## src/hw/rtl/dbq_pkg.sv

```systemverilog
package dbq_pkg;

    localparam int MAX_RECTS  = 1024;
    localparam int MAX_TRACKS = 256;
    localparam int COORD_W    = 32;

    localparam int RECT_AW = $clog2(MAX_RECTS);
    localparam int RCNT_W  = RECT_AW + 1;
    localparam int TRK_AW  = $clog2(MAX_TRACKS);
    localparam int TCNT_W  = TRK_AW + 1;
    localparam int DBL_W   = COORD_W + 2;
    localparam int GAP_W   = COORD_W + 3;
    localparam int SQ_W    = 2 * COORD_W;

    localparam int QDEPTH = 2;
    localparam int QAW    = $clog2(QDEPTH);
    localparam int QCNT_W = QAW + 1;

    localparam int IN_W  = 168;
    localparam int OUT_W = 144;

    localparam logic [2:0] CMD_CLEAR = 3'd0;
    localparam logic [2:0] CMD_RECT  = 3'd1;
    localparam logic [2:0] CMD_XTRK  = 3'd2;
    localparam logic [2:0] CMD_YTRK  = 3'd3;
    localparam logic [2:0] CMD_QUERY = 3'd4;

    localparam logic [1:0] MODE_SIDE   = 2'd0;
    localparam logic [1:0] MODE_TIP    = 2'd1;
    localparam logic [1:0] MODE_CORNER = 2'd2;

    localparam int BIT_L  = 0;
    localparam int BIT_R  = 1;
    localparam int BIT_T  = 2;
    localparam int BIT_B  = 3;
    localparam int BIT_TL = 0;
    localparam int BIT_TR = 1;
    localparam int BIT_BL = 2;
    localparam int BIT_BR = 3;

    localparam logic signed [COORD_W-1:0] NO_TRACK = -2;

    typedef enum logic [2:0] {OP_CLEAR, OP_RECT, OP_XTRK, OP_YTRK, OP_QUERY, OP_NOP} t_op;

    typedef enum logic [1:0] {PD_H, PD_V, PD_BI, PD_PT} t_pdir;

    typedef enum logic [3:0] {
        BS_IDLE, BS_CTR, BS_NBR1, BS_NBR2, BS_WIN, BS_RD, BS_GAP,
        BS_SQ, BS_EVAL, BS_WRD, BS_WCHK, BS_DONE
    } t_bstate;

    typedef struct packed {
        t_op                        op;
        logic signed [COORD_W-1:0]  a;
        logic signed [COORD_W-1:0]  b;
        logic signed [COORD_W-1:0]  c;
        logic signed [COORD_W-1:0]  d;
        logic [7:0]                 layer;
        logic [7:0]                 xp;
        logic [7:0]                 yp;
        logic [7:0]                 z;
        logic [1:0]                 mode;
    } t_item;

    typedef struct packed {
        logic [7:0]                 layer;
        logic signed [COORD_W-1:0]  hy;
        logic signed [COORD_W-1:0]  hx;
        logic signed [COORD_W-1:0]  ly;
        logic signed [COORD_W-1:0]  lx;
    } t_rect;

    typedef struct packed {
        logic [2:0]                 pad;
        logic [7:0]                 level;
        logic [COORD_W-1:0]         e3;
        logic [COORD_W-1:0]         e2;
        logic [COORD_W-1:0]         e1;
        logic [COORD_W-1:0]         e0;
        logic                       ev;
        logic [3:0]                 mask;
    } t_result;

    function automatic logic signed [DBL_W-1:0] dbl(input logic signed [COORD_W-1:0] v);
        return {v[COORD_W-1], v, 1'b0};
    endfunction

    function automatic logic signed [DBL_W-1:0] ext(input logic signed [COORD_W-1:0] v);
        return {{2{v[COORD_W-1]}}, v};
    endfunction

    // half-nm to nm, rounding toward minus infinity
    function automatic logic [COORD_W-1:0] to_nm(input logic signed [COORD_W-1:0] v);
        return {v[COORD_W-1], v[COORD_W-1:1]};
    endfunction

    function automatic t_pdir classify(input logic signed [COORD_W:0] w,
                                       input logic signed [COORD_W:0] h,
                                       input logic signed [COORD_W:0] thr);
        t_pdir r;
        if (w <= thr && h <= thr)     r = PD_PT;
        else if (w > thr && h <= thr) r = PD_H;
        else if (h > thr && w <= thr) r = PD_V;
        else                          r = PD_BI;
        return r;
    endfunction

endpackage

```

## src/hw/rtl/dbq_front.sv

```systemverilog
module dbq_front
    import dbq_pkg::*;
(
    input  logic            i_clk,
    input  logic            i_rst_n,
    input  logic            s_tvalid,
    output logic            s_tready,
    input  logic [IN_W-1:0] s_tdata,
    input  logic [2:0]      s_tuser,
    output logic            o_valid,
    output t_item           o_item,
    input  logic            i_pop
);

    t_item             r_q [QDEPTH];
    logic [QAW-1:0]    r_wptr, r_rptr;
    logic [QCNT_W-1:0] r_cnt;
    t_item             n_item;
    logic              push;

    always_comb begin
        unique case (s_tuser)
            CMD_CLEAR: n_item.op = OP_CLEAR;
            CMD_RECT:  n_item.op = OP_RECT;
            CMD_XTRK:  n_item.op = OP_XTRK;
            CMD_YTRK:  n_item.op = OP_YTRK;
            CMD_QUERY: n_item.op = OP_QUERY;
            default:   n_item.op = OP_NOP;
        endcase
        n_item.a     = s_tdata[31:0];
        n_item.b     = s_tdata[63:32];
        n_item.c     = s_tdata[95:64];
        n_item.d     = s_tdata[127:96];
        n_item.layer = s_tdata[135:128];
        n_item.xp    = s_tdata[143:136];
        n_item.yp    = s_tdata[151:144];
        n_item.z     = s_tdata[159:152];
        n_item.mode  = s_tdata[161:160];
    end

    assign s_tready = (r_cnt != QCNT_W'(QDEPTH));
    assign push     = s_tvalid && s_tready;
    assign o_valid  = (r_cnt != '0);
    assign o_item   = r_q[r_rptr];

    always_ff @(posedge i_clk) begin
        if (!i_rst_n) begin
            r_wptr <= '0;
            r_rptr <= '0;
            r_cnt  <= '0;
        end else begin
            if (push) begin
                r_wptr <= r_wptr + 1'b1;
            end
            if (i_pop) begin
                r_rptr <= r_rptr + 1'b1;
            end
            if (push && !i_pop) begin
                r_cnt <= r_cnt + 1'b1;
            end else if (!push && i_pop) begin
                r_cnt <= r_cnt - 1'b1;
            end
        end
    end

    always_ff @(posedge i_clk) begin
        if (push) begin
            r_q[r_wptr] <= n_item;
        end
    end

endmodule

```

## config.mk

```make
export PLATFORM = sky130hd
export DESIGN_NAME = dbq_front
export DESIGN_NICKNAME = d
export VERILOG_FILES = /design/src/hw/rtl/dbq_pkg.sv /design/src/hw/rtl/dbq_front.sv
export SDC_FILE = /design/constraint.sdc
export NUM_CORES = 1
export LEC_CHECK = 0
export ABC_AREA = 1
export BUFFER_PORTS_ARGS = -buffer_cell sky130_fd_sc_hd__buf_2
export CAP_MARGIN = 20
export CORE_MARGIN = 4
export CORE_UTILIZATION = 50
export CTS_BUF_LIST = sky130_fd_sc_hd__clkbuf_8
export CTS_CLUSTER_SIZE = 20
export DETAILED_ROUTE_END_ITERATION = 16
export PLACE_DENSITY = 0.79
export REMOVE_ABC_BUFFERS = 1
export SLEW_MARGIN = 20
export SYNTH_ARGS = -nofsm -noshare
export SYNTH_HDL_FRONTEND = slang
export SYNTH_SLANG_ARGS = --single-unit
```

## constraint.sdc

```tcl
create_clock -name i_clk -period 11.32 [get_ports i_clk]
set_clock_uncertainty 0.1 [all_clocks]
set_input_delay 2.264 -clock i_clk [delete_from_list [all_inputs] [get_ports i_clk]]
set_output_delay 2.264 -clock i_clk [all_outputs]
set_load 0.01 [all_outputs]
```

==> metrics.txt <==
RSZ-0062 raised after global routing false; Worst-path clk slew 60 ps; first-pass GRT wire length 35,600 um; GR Layer Usage met2 0.298; Comb pwr share 0.114; Buffers on Ports 335; most numerous cell in the Yosys netlist edfxtp_1; Synth cell types 15; Worst Setup End Kind primary output; area share of the leading cell type in the synthesized netlist 0.811; Layout Nets 1,105; f_max 0.199 GHz; fin. max-slew vios 0; GP Congestion 0.744; hold_buf cts 0; slowest stage delay, CP about 800 ps; final std cells w/o fill 1,287; Synth Warn # 0; Placed Cells incl. Taps between 1,000 and 1,500; Hold WC Path Type register to register; setup repair bufs after CTS 0; CTS tree yes; Post-synth EDFFs 330; crit path cell chain buf_4, mux2_2, buf_2; clock root buffer master clkbuf_8; period utilization 0.443; Mapped Cells 553; WL/cell 18.4 um; largest net degree at the start of global routing 80; Worst VDD drop 0.000135 V; htree depth 2; setup_tns 0 ps; sequential share of power 0.554; cell taking the most area after synthesis edfxtp_1; run status finished, final reports clean; slew at the pin closest to its max-slew limit about 1100 ps; Area Overhead vs Synth 23.6%; cell area after layout 15,100 sq um; IO Count 342; Mapped Avg Cell Area 22.1 sq um; Detailed Place HPWL roughly 16,000 um; Tot Pwr approximately 0.0027 W; crit-path leading delay family buffers and inverters; GRT met1 Usage 0.185; Worst Path Required 8960 ps; dpl cell area 14,200 sq um; CP bufs+invs 2; CTS Buf Count 52; worst relative slew slack 0.286; antenna-violating nets left 0; top cells by area, synth edfxtp_1 (81%), mux2_2 (15%), buf_6 (1.6%), dfxtp_1 (0.82%), inv_1 (0.28%); antenna cells 0; crit path max fanout 77; total routed wirelength 23,700 um; Core Area 23,800 sq um; Tot GR Track Use 0.169; drt pass-1 iters 4; gr ovfl total 0; initial DRC count about 370; Pint ~0.0021 W; Final setup viols 0; Critical-path top delay cell buf_4; CTS Sinks 335; area of the mapped netlist 12,200 sq um; Synth Register Bits 335; startpoint types register; Vias roughly 6,300; Leak Pwr 5.73 nW; Clk Latency, worst-skew pair 550 ps; met3 GRT Util 0.0695; min Tclk post-route around 5000 ps; FFs w/ async S/R, synth 0; Clk pwr share 0.332; die width 164 um; initial antenna violation count 8; Clock Path Buffers 3; kind of critical path register to primary output; # DRC 0; pwr dens 180 nW/um^2; Rows 56; vias per std cell between 4 and 5; post-CTS resize count 0; Crit path arrival time roughly 2700 ps; ys flop type edfxtp_1; die span in y 164 um; Commonest cells post-synth edfxtp_1 (330), mux2_2 (165), buf_6 (17); Max Cap Viol 0; switching power share of the total 0.230; full die area around 27,000 sq um; share of cells above drive strength 1 0.588; global routing's busiest layer met2; starting density of the core 0.514; sequential area share after synthesis 0.819; number of global-route vias before repair 6,916; Sw Pwr 0.000627 W; final hold vios 0
## area by class of cell
cell class                 count  area (sq um)
clock buffer                  56           771
sequential                   335         10000
tap                          319           399
inverter                       9          33.8
clock inverter                37           175
timing repair buffer         341          1720
multi-input combinational    190          1990
fill                        1666          8650
## power by group through the flow
| stage | Clock [W] | Sequential [W] | Combinational, W |
|---|---|---|---|
| floorplan | 0 | 0.00156 | 0.000171 |
| global placement | 0 | 0.00153 | 0.000312 |
| detailed placement | 0 | 0.00153 | 0.000316 |
| CTS | 0.000935 | 0.00151 | 0.000318 |
| global route | 0.000999 | 0.00151 | 0.000338 |
| finish | 0.000903 | 0.00151 | 0.000311 |
## tightest hold or removal path, cell delays in order (launching register included)
cell,delay [ps]
dfxtp_1,320
nor2_1,60
nor2_1,80
## placed cells by master (no fill, tap or decap), drive strengths merged
cell,Yosys,final
a21o,1,1
clkinv,0,18
o21ai,2,2
clkinvlp,0,1
inv,9,26
nor2,9,9
nand3,1,1
clkbuf,1,56
ha,1,1
bufinv,0,1
edfxtp,330,330
buf,18,341
dfxtp,5,5
a21oi,1,1
nand2,9,9
mux2,165,165
nand4,1,1
## flip-flops by register name, summed over array words and instances (netlist names), named ones only
name and cells:
r_rptr 1, r_q 330, r_cnt 2, r_wptr 1
## metal layers
metal  part of all wire  vias up
met5             0.0039        -
met4              0.026       16
met3               0.11       63
met2               0.51      259
met1               0.35     3029
li1                   -     2951
## final timing paths
check                           startpoint          end  slack [ps]  cells past startpoint
worst min register to register      r_rptr       r_rptr         390                      2
worst max-delay path              register  o_item[114]        6310                      3
worst min-delay path                r_rptr       r_rptr         390                      2
worst max register to register    r_cnt[0]  r_q[0][124]        8430                      5
## metrics by stage
step                hold slack, ps  worst slack (ps)  utilization
floorplan                      363              1330            -
finish                         395              6310        0.636
CTS                            402              6210        0.636
global placement               376              6560        0.596
global route                   476              6130        0.636
detailed placement             388              6540        0.596
## logic make-up (layout without fill, tap and decap cells)
family / Yosys count / in the layout / share of synthesized area
buffers and inverters: 28 / 443 / 0.0192
and+or+nand+nor: 20 / 20 / 0.00645
DFF: 335 / 335 / 0.819
muxes: 165 / 165 / 0.152
AOI/OAI and AO/OA: 4 / 4 / 0.00184
adders and majority gates: 1 / 1 / 0.00102
Note: power is estimated with default switching activity, not from simulation.
